==> src/rtl/mlfq_pkg.sv <==
// Package for the MLFQ thread scheduler: sizes, opcodes, thread states.
// No dependencies.
`default_nettype none
package mlfq_pkg;
  localparam int THREADS_DEF = 16;
  localparam int LEVELS_DEF = 4;
  localparam logic [15:0] PERIOD_RST = 16'd100;

  localparam logic [2:0] OP_ADMIT   = 3'd0;
  localparam logic [2:0] OP_WAKE    = 3'd1;
  localparam logic [2:0] OP_PREEMPT = 3'd2;
  localparam logic [2:0] OP_YIELD   = 3'd3;
  localparam logic [2:0] OP_BLOCK   = 3'd4;
  localparam logic [2:0] OP_EXIT    = 3'd5;

  localparam logic [1:0] ST_IDLE    = 2'd0;
  localparam logic [1:0] ST_READY   = 2'd1;
  localparam logic [1:0] ST_RUNNING = 2'd2;
  localparam logic [1:0] ST_BLOCKED = 2'd3;

  typedef struct packed {
    logic [2:0] opcode;
    logic [3:0] thread_id;
  } ev_t;

  typedef struct packed {
    logic       dispatch_valid;
    logic [3:0] dispatch_id;
    logic [1:0] dispatch_level;
    logic       promoted;
    logic       error;
  } res_t;
endpackage
`default_nettype wire

==> src/rtl/mlfq_front.sv <==
// Front end of the MLFQ scheduler: accepts items into a short queue.
// Depends on mlfq_pkg.
`default_nettype none
module mlfq_front (
  input  wire              clk,
  input  wire              rst_n,
  input  wire              in_valid,
  output logic             in_stall,
  input  wire  [2:0]       in_opcode,
  input  wire  [3:0]       in_thread_id,
  output logic             ev_valid,
  output mlfq_pkg::ev_t    ev,
  input  wire              ev_take
);
  import mlfq_pkg::*;
  ev_t  q_r [2];
  logic wp_r, rp_r;
  logic [1:0] cnt_r;
  logic push, pop;

  assign in_stall = (cnt_r == 2'd2);
  assign push = in_valid && !in_stall;
  assign ev_valid = (cnt_r != 2'd0);
  assign ev = q_r[rp_r];
  assign pop = ev_valid && ev_take;

  always_ff @(posedge clk) begin
    if (!rst_n) begin
      wp_r <= 1'b0;
      rp_r <= 1'b0;
      cnt_r <= 2'd0;
    end else begin
      if (push) wp_r <= ~wp_r;
      if (pop) rp_r <= ~rp_r;
      cnt_r <= cnt_r + {1'b0, push} - {1'b0, pop};
    end
  end

  always_ff @(posedge clk) begin
    if (push) q_r[wp_r] <= '{opcode: in_opcode, thread_id: in_thread_id};
  end
endmodule
`default_nettype wire

==> src/rtl/mlfq_back.sv <==
// Back end of the MLFQ scheduler: thread tables, level FIFOs in one memory,
// promotion walk and dispatch. Depends on mlfq_pkg.
`default_nettype none
module mlfq_back #(
  parameter int THREADS = mlfq_pkg::THREADS_DEF,
  parameter int LEVELS  = mlfq_pkg::LEVELS_DEF
) (
  input  wire              clk,
  input  wire              rst_n,
  input  wire              cfg_we,
  input  wire  [15:0]      cfg_data,
  input  wire              ev_valid,
  input  mlfq_pkg::ev_t    ev,
  output logic             ev_take,
  output logic             res_valid,
  output mlfq_pkg::res_t   res,
  input  wire              res_stall
);
  import mlfq_pkg::*;
  localparam int TW = $clog2(THREADS);
  localparam int LW = $clog2(LEVELS);
  localparam int CW = $clog2(THREADS + 1);
  localparam int QA = LW + TW;

  typedef enum logic [7:0] {
    S_IDLE  = 8'b00000001,
    S_CHECK = 8'b00000010,
    S_PRD   = 8'b00000100,
    S_PWR   = 8'b00001000,
    S_REQ   = 8'b00010000,
    S_DRD   = 8'b00100000,
    S_OUT   = 8'b01000000,
    S_MOD   = 8'b10000000
  } st_t;

  st_t st_r;
  logic [15:0] period_r, tick_r;
  logic [1:0]  status_r [THREADS];
  logic [LW-1:0] level_r [THREADS];
  logic [3:0]  used_r [THREADS];
  logic [TW-1:0] head_r [LEVELS];
  logic [CW-1:0] count_r [LEVELS];
  logic        run_v_r;
  logic [TW-1:0] run_id_r;
  logic [TW-1:0] mem [LEVELS*THREADS];
  logic [TW-1:0] rd_r;
  ev_t         ev_r;
  res_t        res_r;
  res_t        out_r;
  logic        out_v_r;
  logic [LW-1:0] plvl_r;
  logic [CW-1:0] pn_r, pleft_r;
  logic [TW-1:0] pbase_r;
  logic [LW-1:0] dlvl_r;
  logic [15:0] rem_r;
  logic [3:0]  mcnt_r;
  logic        byp_r;
  logic [TW-1:0] bid_r;

  logic [TW-1:0] tid;
  logic          tid_ok;
  logic [LW-1:0] q_lvl, f_lvl;
  logic          f_any;
  logic          we;
  logic [QA-1:0] waddr, raddr;
  logic [TW-1:0] wdata;
  logic [TW-1:0] slot;
  logic [LW-1:0] clvl;
  logic [15:0]   tick_nxt, rem_nxt, mstep;
  logic [16:0]   mtry;
  logic [CW:0]   psum;
  logic [TW-1:0] did;

  assign tid = TW'(ev_r.thread_id);
  assign tid_ok = ({28'd0, ev_r.thread_id} < 32'(THREADS));
  assign ev_take = (st_r == S_IDLE) && !cfg_we;
  assign res_valid = out_v_r;
  assign res = out_r;
  assign clvl = level_r[run_id_r];

  // tick remainder: rem_r tracks tick_r mod period_r
  assign tick_nxt = tick_r + 16'd1;
  assign rem_nxt = (tick_nxt == '0 || 17'(rem_r) + 17'd1 == 17'(period_r)) ? '0 :
                   rem_r + 16'd1;
  assign mtry = {rem_r, tick_r[mcnt_r]};
  assign mstep = (mtry >= 17'(period_r)) ? 16'(mtry - 17'(period_r)) : mtry[15:0];
  assign psum = (CW+1)'(pbase_r) + (CW+1)'(pn_r);
  assign did = byp_r ? bid_r : rd_r;

  always_comb begin
    f_any = 1'b0;
    f_lvl = '0;
    for (int i = LEVELS - 1; i >= 0; i--) begin
      if (count_r[i] != '0) begin
        f_any = 1'b1;
        f_lvl = LW'(i);
      end
    end
  end

  always_ff @(posedge clk) begin
    if (we) mem[waddr] <= wdata;
    rd_r <= mem[raddr];
  end

  always_comb begin
    we = 1'b0;
    waddr = '0;
    wdata = '0;
    raddr = '0;
    q_lvl = '0;
    slot = '0;
    case (st_r)
      S_PRD: raddr = {plvl_r, head_r[plvl_r]};
      S_PWR: begin
        we = 1'b1;
        slot = TW'(psum - (psum >= (CW+1)'(THREADS) ? (CW+1)'(THREADS) : '0));
        waddr = {{LW{1'b0}}, slot};
        wdata = rd_r;
      end
      S_REQ: begin
        we = 1'b1;
        if (ev_r.opcode == OP_ADMIT) begin
          q_lvl = '0;
          wdata = tid;
        end else if (ev_r.opcode == OP_WAKE) begin
          q_lvl = level_r[tid];
          wdata = tid;
        end else begin
          q_lvl = clvl;
          wdata = run_id_r;
          if (ev_r.opcode == OP_PREEMPT && 5'(used_r[run_id_r]) + 5'd1 >=
              (5'd1 << clvl) && 32'(clvl) < LEVELS - 1)
            q_lvl = clvl + LW'(1);
          if (ev_r.opcode == OP_BLOCK || ev_r.opcode == OP_EXIT) we = 1'b0;
        end
        slot = TW'((CW+1)'(head_r[q_lvl]) + (CW+1)'(count_r[q_lvl]) -
                   ((CW+1)'(head_r[q_lvl]) + (CW+1)'(count_r[q_lvl]) >=
                    (CW+1)'(THREADS) ? (CW+1)'(THREADS) : '0));
        waddr = {q_lvl, slot};
        raddr = {f_lvl, head_r[f_lvl]};
      end
      default: ;
    endcase
  end

  always_ff @(posedge clk) begin
    if (!rst_n) begin
      st_r <= S_IDLE;
      period_r <= PERIOD_RST;
      tick_r <= '0;
      rem_r <= '0;
      mcnt_r <= '0;
      byp_r <= 1'b0;
      run_v_r <= 1'b0;
      run_id_r <= '0;
      out_v_r <= 1'b0;
      out_r <= '0;
      for (int i = 0; i < THREADS; i++) begin
        status_r[i] <= ST_IDLE;
        level_r[i] <= '0;
        used_r[i] <= '0;
      end
      for (int l = 0; l < LEVELS; l++) begin
        head_r[l] <= '0;
        count_r[l] <= '0;
      end
    end else begin
      if (cfg_we) period_r <= cfg_data;
      if (st_r == S_OUT && (!out_v_r || !res_stall)) begin
        out_v_r <= 1'b1;
        out_r <= res_r;
      end else if (out_v_r && !res_stall) begin
        out_v_r <= 1'b0;
      end
      case (st_r)
        S_IDLE: begin
          if (cfg_we) begin
            rem_r <= '0;
            mcnt_r <= 4'hF;
            st_r <= S_MOD;
          end else if (ev_valid) begin
            ev_r <= ev;
            res_r <= '0;
            st_r <= S_CHECK;
          end
        end
        S_MOD: begin
          if (cfg_we) begin
            rem_r <= '0;
            mcnt_r <= 4'hF;
          end else begin
            rem_r <= mstep;
            mcnt_r <= mcnt_r - 4'd1;
            if (mcnt_r == 4'd0) st_r <= S_IDLE;
          end
        end
        S_CHECK: begin
          if (ev_r.opcode > OP_EXIT ||
              (ev_r.opcode == OP_ADMIT && (!tid_ok || status_r[tid] != ST_IDLE)) ||
              (ev_r.opcode == OP_WAKE && (!tid_ok || status_r[tid] != ST_BLOCKED)) ||
              (ev_r.opcode > OP_WAKE && !run_v_r)) begin
            res_r.error <= 1'b1;
            st_r <= S_OUT;
          end else if (ev_r.opcode <= OP_WAKE) begin
            st_r <= S_REQ;
          end else begin
            tick_r <= tick_nxt;
            rem_r <= rem_nxt;
            if (ev_r.opcode == OP_PREEMPT && period_r != '0 && rem_nxt == '0) begin
              res_r.promoted <= 1'b1;
              plvl_r <= '0;
              pn_r <= '0;
              pleft_r <= count_r[0];
              pbase_r <= head_r[0];
              st_r <= S_PRD;
            end else begin
              st_r <= S_REQ;
            end
          end
        end
        S_PRD: begin
          if (pleft_r == '0) begin
            head_r[plvl_r] <= '0;
            count_r[plvl_r] <= '0;
            if (32'(plvl_r) == LEVELS - 1) begin
              head_r[0] <= pbase_r;
              count_r[0] <= pn_r;
              st_r <= S_REQ;
            end else begin
              plvl_r <= plvl_r + LW'(1);
              pleft_r <= count_r[plvl_r + LW'(1)];
            end
          end else begin
            st_r <= S_PWR;
          end
        end
        S_PWR: begin
          level_r[rd_r] <= '0;
          used_r[rd_r] <= '0;
          pn_r <= pn_r + CW'(1);
          pleft_r <= pleft_r - CW'(1);
          head_r[plvl_r] <= TW'(32'(head_r[plvl_r]) + 1 == THREADS ? 0 :
                                32'(head_r[plvl_r]) + 1);
          st_r <= S_PRD;
        end
        S_REQ: begin
          if (we) begin
            count_r[q_lvl] <= count_r[q_lvl] + CW'(1);
            status_r[wdata] <= ST_READY;
          end
          if (ev_r.opcode == OP_ADMIT) begin
            level_r[tid] <= '0;
            used_r[tid] <= '0;
          end else if (ev_r.opcode == OP_PREEMPT) begin
            level_r[run_id_r] <= q_lvl;
            used_r[run_id_r] <= (q_lvl != clvl ||
              5'(used_r[run_id_r]) + 5'd1 >= (5'd1 << clvl)) ? 4'd0 :
              used_r[run_id_r] + 4'd1;
          end else if (ev_r.opcode == OP_YIELD) begin
            used_r[run_id_r] <= '0;
          end else if (ev_r.opcode == OP_BLOCK) begin
            status_r[run_id_r] <= ST_BLOCKED;
          end else if (ev_r.opcode == OP_EXIT) begin
            status_r[run_id_r] <= ST_IDLE;
            level_r[run_id_r] <= '0;
            used_r[run_id_r] <= '0;
          end
          if (ev_r.opcode <= OP_WAKE && run_v_r) begin
            st_r <= S_OUT;
          end else if (ev_r.opcode <= OP_WAKE || f_any || we) begin
            st_r <= S_DRD;
            // pushed item lands in an empty, higher level: it is the next head
            byp_r <= !f_any || (we && q_lvl < f_lvl);
            bid_r <= wdata;
            dlvl_r <= (f_any && !(we && q_lvl < f_lvl)) ? f_lvl : q_lvl;
          end else begin
            run_v_r <= 1'b0;
            st_r <= S_OUT;
          end
        end
        S_DRD: begin
          count_r[dlvl_r] <= count_r[dlvl_r] - CW'(1);
          head_r[dlvl_r] <= TW'(32'(head_r[dlvl_r]) + 1 == THREADS ? 0 :
                                32'(head_r[dlvl_r]) + 1);
          status_r[did] <= ST_RUNNING;
          run_v_r <= 1'b1;
          run_id_r <= did;
          res_r.dispatch_valid <= 1'b1;
          res_r.dispatch_id <= 4'(did);
          res_r.dispatch_level <= 2'(level_r[did]);
          st_r <= S_OUT;
        end
        S_OUT: if (!out_v_r || !res_stall) begin
          st_r <= S_IDLE;
        end
        default: st_r <= S_IDLE;
      endcase
    end
  end
endmodule
`default_nettype wire

==> src/rtl/mlfq_thread_scheduler.sv <==
// Top level of the MLFQ thread scheduler: front queue plus back end.
// Depends on mlfq_pkg, mlfq_front, mlfq_back.
//
// Input channel in_valid/in_stall carries one event item (opcode, thread id).
// Output channel out_valid/out_stall returns one result item per event.
// cfg_we/cfg_data write promote_period; the user must write it only while
// idle, as the block itself does not enforce it. The back end then recomputes
// the tick remainder bit by bit in S_MOD before it takes the next item. A
// rejected item passes S_CHECK and S_OUT; one with nothing dispatched passes
// S_CHECK, S_REQ and S_OUT, one with a dispatch also S_DRD, one item at a time
// in the back end. A promotion adds a walk over the level queue memory: S_PRD
// once per level, and S_PRD then S_PWR per queued thread, as reads are registered.
// A two-entry queue in the front keeps accepting while the back end works.
// Reset (rst_n low, synchronous) makes all threads idle, empties the queues
// and sets promote_period to 100. While out_stall is high the result register
// holds, the back end finishes the next item and waits; the front queue
// fills, then in_stall rises.
`default_nettype none
module mlfq_thread_scheduler #(
  parameter int THREADS = mlfq_pkg::THREADS_DEF,
  parameter int LEVELS  = mlfq_pkg::LEVELS_DEF
) (
  input  wire        clk,
  input  wire        rst_n,
  input  wire        cfg_we,
  input  wire [15:0] cfg_data,
  input  wire        in_valid,
  output logic       in_stall,
  input  wire [2:0]  in_opcode,
  input  wire [3:0]  in_thread_id,
  output logic       out_valid,
  input  wire        out_stall,
  output logic       out_dispatch_valid,
  output logic [3:0] out_dispatch_id,
  output logic [1:0] out_dispatch_level,
  output logic       out_promoted,
  output logic       out_error
);
  import mlfq_pkg::*;
  logic ev_valid, ev_take;
  ev_t  ev;
  res_t res;

  mlfq_front u_front (
    .clk, .rst_n, .in_valid, .in_stall, .in_opcode, .in_thread_id,
    .ev_valid, .ev, .ev_take
  );

  mlfq_back #(.THREADS(THREADS), .LEVELS(LEVELS)) u_back (
    .clk, .rst_n, .cfg_we, .cfg_data, .ev_valid, .ev, .ev_take,
    .res_valid(out_valid), .res, .res_stall(out_stall)
  );

  assign out_dispatch_valid = res.dispatch_valid;
  assign out_dispatch_id    = res.dispatch_id;
  assign out_dispatch_level = res.dispatch_level;
  assign out_promoted       = res.promoted;
  assign out_error          = res.error;
endmodule
`default_nettype wire

==> config.mk <==
export PLATFORM = sky130hd
export DESIGN_NAME = mlfq_thread_scheduler
export DESIGN_NICKNAME = d
export VERILOG_FILES = /design/src/rtl/mlfq_pkg.sv /design/src/rtl/mlfq_front.sv /design/src/rtl/mlfq_back.sv /design/src/rtl/mlfq_thread_scheduler.sv
export SDC_FILE = /design/constraint.sdc
export NUM_CORES = 1
export LEC_CHECK = 0
export ABC_AREA = 1
export BUFFER_PORTS_ARGS = -buffer_cell sky130_fd_sc_hd__clkbuf_2
export CAP_MARGIN = 10
export CORE_MARGIN = 2
export CORE_UTILIZATION = 58
export DETAILED_ROUTE_END_ITERATION = 8
export PLACE_DENSITY_LB_ADDON = 0.08
export SLEW_MARGIN = 20
export SYNTH_ARGS = -nofsm -noshare
export SYNTH_HDL_FRONTEND = slang
export SYNTH_SLANG_ARGS = --single-unit
==> constraint.sdc <==
create_clock -name clk -period 5.2 [get_ports clk]
set_input_delay 0.78 -clock clk [delete_from_list [all_inputs] [get_ports clk]]
set_output_delay 0.78 -clock clk [all_outputs]
set_load 0.05 [all_outputs]
After elaboration in Yosys (flattened, before gate mapping)
Memory sizes are Yosys's and may differ from the RTL's. A register that Yosys moved wholly into a read port is not among the register bits.
Cells that the tools add are included.
- flip-flop bits (word level): 107
- RAM bits: 434
- input bits: 28
- output and inout bits: 11
- logic and storage cells: 385
- memories kept: 7
- memories (name ; depth ; width ; rd ports ; clocked after memory_dff ; write ports ; line ; text):
    u_back.mem ; 64 ; 4 ; 1 ; 1 ; 1 ; mlfq_back.sv:45 ; logic [TW-1:0] mem [LEVELS*THREADS];
    u_back.used_r ; 16 ; 4 ; 1 ; 1 ; 16 ; mlfq_back.sv:40 ; logic [3:0] used_r [THREADS];
    u_back.level_r ; 16 ; 2 ; 3 ; 1 ; 16 ; mlfq_back.sv:39 ; logic [LW-1:0] level_r [THREADS];
    u_back.status_r ; 16 ; 2 ; 1 ; 0 ; 16 ; mlfq_back.sv:38 ; logic [1:0] status_r [THREADS];
    u_back.count_r ; 4 ; 5 ; 8 ; 1 ; 4 ; mlfq_back.sv:42 ; logic [CW-1:0] count_r [LEVELS];
    u_back.head_r ; 4 ; 4 ; 5 ; 3 ; 4 ; mlfq_back.sv:41 ; logic [TW-1:0] head_r [LEVELS];
    1 more memories ; - ; - ; - ; - ; - ; - ;
- $add $sub $neg: 21
- order comparisons: 8
- eq/ne operators: 36
- shift operators: 1
- muxes and demuxes: 190
- bitwise gates (word level): 13
- reduce and logical (&&, ||, !) cells: 82
- operators with widths (operator ; number):
    $mux W4 ; 30
    $mux W16 ; 6
    $mux W1 ; 83
    $mux W8 ; 9
    $mux W5 ; 14
    $pmux W8 S8 ; 1
    $mux W2 ; 31
    $pmux W16 S3 ; 1
    $add A16 B1 Y16 const B ; 2
    $logic_not A16 Y1 ; 2
    $pmux W6 S2 ; 2
    $ne A2 B2 Y1 const B ; 11
    $reduce_and A7 Y1 ; 3
    $reduce_and A5 Y1 ; 4
    $reduce_bool A5 Y1 ; 4
    $reduce_or A4 Y1 ; 5
    $mux W9 ; 2
    $reduce_bool A2 Y1 ; 9
    $add A16 B1 Y17 const B ; 1
    $eq A17 B16 Y1 ; 1
    $ge A17 B16 Y1 ; 1
    $pmux W4 S2 ; 2
    $reduce_and A4 Y1 ; 4
    $reduce_bool A16 Y1 ; 1
    other kinds (55) ; 122

Logic depth before layout (Yosys ltp)
- depth after elaboration: 15
- mapped depth: 36
- gate-level depth less buffers: 33

Modules after synthesis
A second synthesis with hierarchy kept.
- cell total of the unflattened synthesis: 3385
- area total of the unflattened synthesis: 29459.5 µm²
- by module, submodules not included (module ; instances ; cells an instance ; area an instance (µm²) ; sequential area each (µm²)):
    mlfq_back ; 1 ; 3325 ; 28672.5 ; 15595.0
    mlfq_front ; 1 ; 60 ; 787.0 ; 520.5

Least setup slack after synthesis
OpenSTA, ideal clock, no wires.
- kind: register to register
- from: reg with a tool-made name
- to: mem u_back.mem[18][0] (netlist bit) (enable)
- library setup time: 330 ps
- data arrival time: 4962 ps
- required time: 4870 ps
- path slack: -92 ps
- cell stages (with the launch flop): 32
- path buffers: 6
- period minus slack after synthesis: 5292 ps
- cell sequence: dfxtp_1 > buf_6 > buf_2 > buf_2 > buf_2 > nor2_1 > o22ai_1 > o211ai_1 > nand2_1 > ha_1 > ha_1 > a21boi_0 > o21ai_0 > nand2_1 > a21oi_1 > nand2_2 > nand3_1 > nand3_2 > nand2_4 > buf_6 > clkbuf_1 > nand2_1 > o211ai_1 > o21ai_0 > ha_1 > fa_1 > inv_1 > o22ai_1 > inv_1 > nor2_1 > nand2_1 > nor2_1
- RTL lines (item ; line):
    end: declaration ; mlfq_back.sv:45

==> flow_summary_export.csv <==
group,metric,value,unit
synth,synth-seq-cells,564,
final_layout,layout-drive-gt1-share,11.4,%
floorplanning,initial_core_util,58.5,%
worst_setup_path,cp_slowest_cell,"fa_1",
clocking,clkLatencyLatePin,0.65,ns
timing,hold_violations,0,
synth,avgSynthCellArea,8.76,µm²
global_routing,antenna_found_initial,1,
global_routing,grt.busiest_layer,"met2",
synth,syn_nets,3412,
synth,yosys_warnings,0,
worst_setup_path,cp_max_fo,19,
placement,dp.final_hpwl,55.4,mm
worst_setup_path,worst_path_most_repeated_cell,"nand2_2",
placement,dp.cells,4046,
synth,yosysTopAreaCellShare,48.5,%
global_routing,use_met3,4.55,%
clocking,cts_sinks,564,
synth,synth_area_leader_cell,"edfxtp_1",
final_layout,nFillCells,4111,
route,vias,24300,
clocking,cts_buffer_depth,3,
outcome,status,"finished, final reports clean",
global_routing,grt_pass1_wl,127,mm
synth,yosysSeqAreaShare,54.8,%
job,max_cap_violations,0,
synth,async_flop_share,0,%
final_layout,syn_to_final_growth,12.6,%
synth,ys_types,63,
synth,yosys-top-cells-count,"nand2_1 (768), edfxtp_1 (472), nor2_1 (403)",
synth,ys.flop_type,"edfxtp_1",
clocking,cts_buffers,58,
synth,yosysMostFrequentCell,"nand2_1",
timing,timing.hold.ws,0.344,ns
floorplanning,pin_count,39,
final_layout,fin_area,32900,µm²
placement,placed_cell_area,30800,µm²
worst_setup_path,crit_type,"flip-flop to flip-flop",
hold_path,hp-class,"input port to flip-flop",
timing,setup_viol,0,
final_layout,multiInputGateArea,11500,µm²
timing,maxSlewViolCount,0,
global_routing,overflow,0,
route,drc,0,
global_routing,grt_start_max_net_pins,109,
clocking,tritoncts,"built",
power_and_ir_drop,ir_drop,0.465,mV
placement,port_buffers,38,
timing,layout_setup_ws,0.311,ns
timing,tightest_slew,1.03,ns
global_routing,grt_pass1_vias,23300,
final_layout,fin_cells,4158,
route,dr.pass1.iters,6,
power_and_ir_drop,p_per_area,350,nW/µm²
timing,skew,0.0410,ns
placement,place_congestion,0.989,
global_routing,gr-usage-met1,42.7,%
clocking,h-tree-depth,2,
final_layout,fin_nets,3514,
route,viasPerCell,5.84,
clocking,cts_root_buf,"clkbuf_16",
synth,synth-edff-count,472,
timing,fmax,205,MHz
worst_setup_path,arrival,5.23,ns
power_and_ir_drop,leakage,12.8,nW
power_and_ir_drop,total_power,0.0115,W
worst_setup_path,cpPeakStageDelay,0.48,ns
timing,finalCriticalPeriod,4.89,ns
floorplanning,dieWidth,228,µm
route,wire_per_inst,19.3,µm
clocking,hold_buffers,0,
worst_setup_path,cp.required,5.54,ns
worst_setup_path,crit_path_end_kind,"flip-flop",
route,first_iter_violations,2734,
floorplanning,fp.dieH,228,µm
floorplanning,core_area,50000,µm²
timing,slew_headroom,31.3,%
synth,synthTopCellsByArea,"edfxtp_1 (49%), nand2_1 (9.9%), dfxtp_1 (6.3%)",
global_routing,grtUsageTotal,30.8,%
global_routing,met2_usage,49.8,%
route,wl,80.1,mm
synth,syn_inst,3336,
clocking,clk_pin_slew,0.06,ns
final_layout,diodes,0,
route,postRouteAntennaNets,0,
floorplanning,std_cell_rows,82,
floorplanning,die_area,52200,µm²
placement,place_worst_setup_slack,-0.0774,ns
worst_setup_path,cp-start-kind,"flip-flop",
timing,min_period_over_period,94.0,%
final_layout,seq_area,16000,µm²
synth,synth.cell_area,29200,µm²
[logic make-up after synthesis]
kind of cell	after synthesis	share of synthesized area [%]
adder cells (fa/ha/maj)	48	2.13
XOR/XNOR	52	1.56
AO/OA/AOI/OAI	580	11.2
AND/OR/NAND/NOR	1628	23.9
flip-flops	564	54.8
buffers and inverters	464	6.39
[sequential cells by signal, summed over array words and instances (netlist names), 5 cells and up, named ones only]
signal,cells
u_back.pn_r,5
u_back.head_r,16
u_back.rem_r,16
u_back.pleft_r,5
u_back.used_r,64
u_back.tick_r,16
u_front.q_r,14
u_back.st_r,8
u_back.count_r,20
u_back.res,9
u_back.mem,256
u_back.period_r,16
u_back.res_r,9
u_back.status_r,32
u_back.level_r,32
[repair_timing]
action	CTS	global route
setup buffers	0	3
cloned	0	1
pin swaps	0	11
gates resized for setup	3	38
setup endpoints to repair	20	256
[per-layer routing]
| metal | vias up | part of all wire [%] |
|---|---|---|
| met4 | 2 | 3.4 |
| li1 | 11600 | - |
| met5 | - | 0.011 |
| met2 | 1048 | 46 |
| met3 | 206 | 7.9 |
| met1 | 11500 | 42 |
[worst paths after layout]
path	cells after the start	start	slack, ns	to
worst min register to register	2	u_back.res[8]$_SDFFE_PN0P_	0.48	u_back.res[8]$_SDFFE_PN0P_
worst max register to register	30	flip-flop	0.31	u_back.mem[3][2]$_DFFE_PP_
worst min-delay path	1	in_thread_id[3]	0.34	u_front.q_r[1][3]$_DFFE_PP_
worst max-delay path	30	flip-flop	0.31	u_back.mem[3][2]$_DFFE_PP_
[where the power goes]
part           total [W]  internal (W)  switching [W]  leakage (nW)
sequential       0.00527       0.00506       0.000211          4.72
combinational    0.00207      0.000696        0.00137          7.17
clock            0.00419       0.00241        0.00178         0.955
[metrics by stage]
stage | utilization [%] | setup TNS (ns)
3_5_place_dp | 61.7 | -0.644
6_report | 65.8 | 0
4_1_cts | 65.6 | 0
2_1_floorplan | - | -0.791
3_3_place_gp | 61.7 | -0.327
5_1_grt | 65.8 | -0.875
[area by class of cell]
type                    instances  share of cell area (%)
flip-flops and latches        564                    48.7
multi-input cells            2309                    34.9
clock buffers                  77                    4.84
repair buffers                180                    4.19
inverters                     325                    3.73
well taps                     672                    2.56
clock inverters                31                    1.05
[critical path: cells and delay by family (launching register included)]
kind	cells	cell delay, ns
AO/OA/AOI/OAI	6	0.77
buffers and inverters	7	0.89
AND/OR/NAND/NOR	13	1.29
flip-flops	1	0.37
adder cells (fa/ha/maj)	4	1.23
[cells in the final DEF (no fill, tap or decap), types with 25 or more instances in the layout]
cell,count
o21ai_0,211
inv_1,295
o211ai_1,65
nand3_1,318
nor2_2,28
nand2_1,759
nand4_1,36
clkbuf_2,37
ha_1,43
o21ai_1,38
clkbuf_16,58
a21oi_1,187
nor3_1,25
edfxtp_1,472
dfxtp_1,90
nor2_1,383
xor2_1,40
buf_4,132
Note: power is estimated with default switching activity, not from simulation.
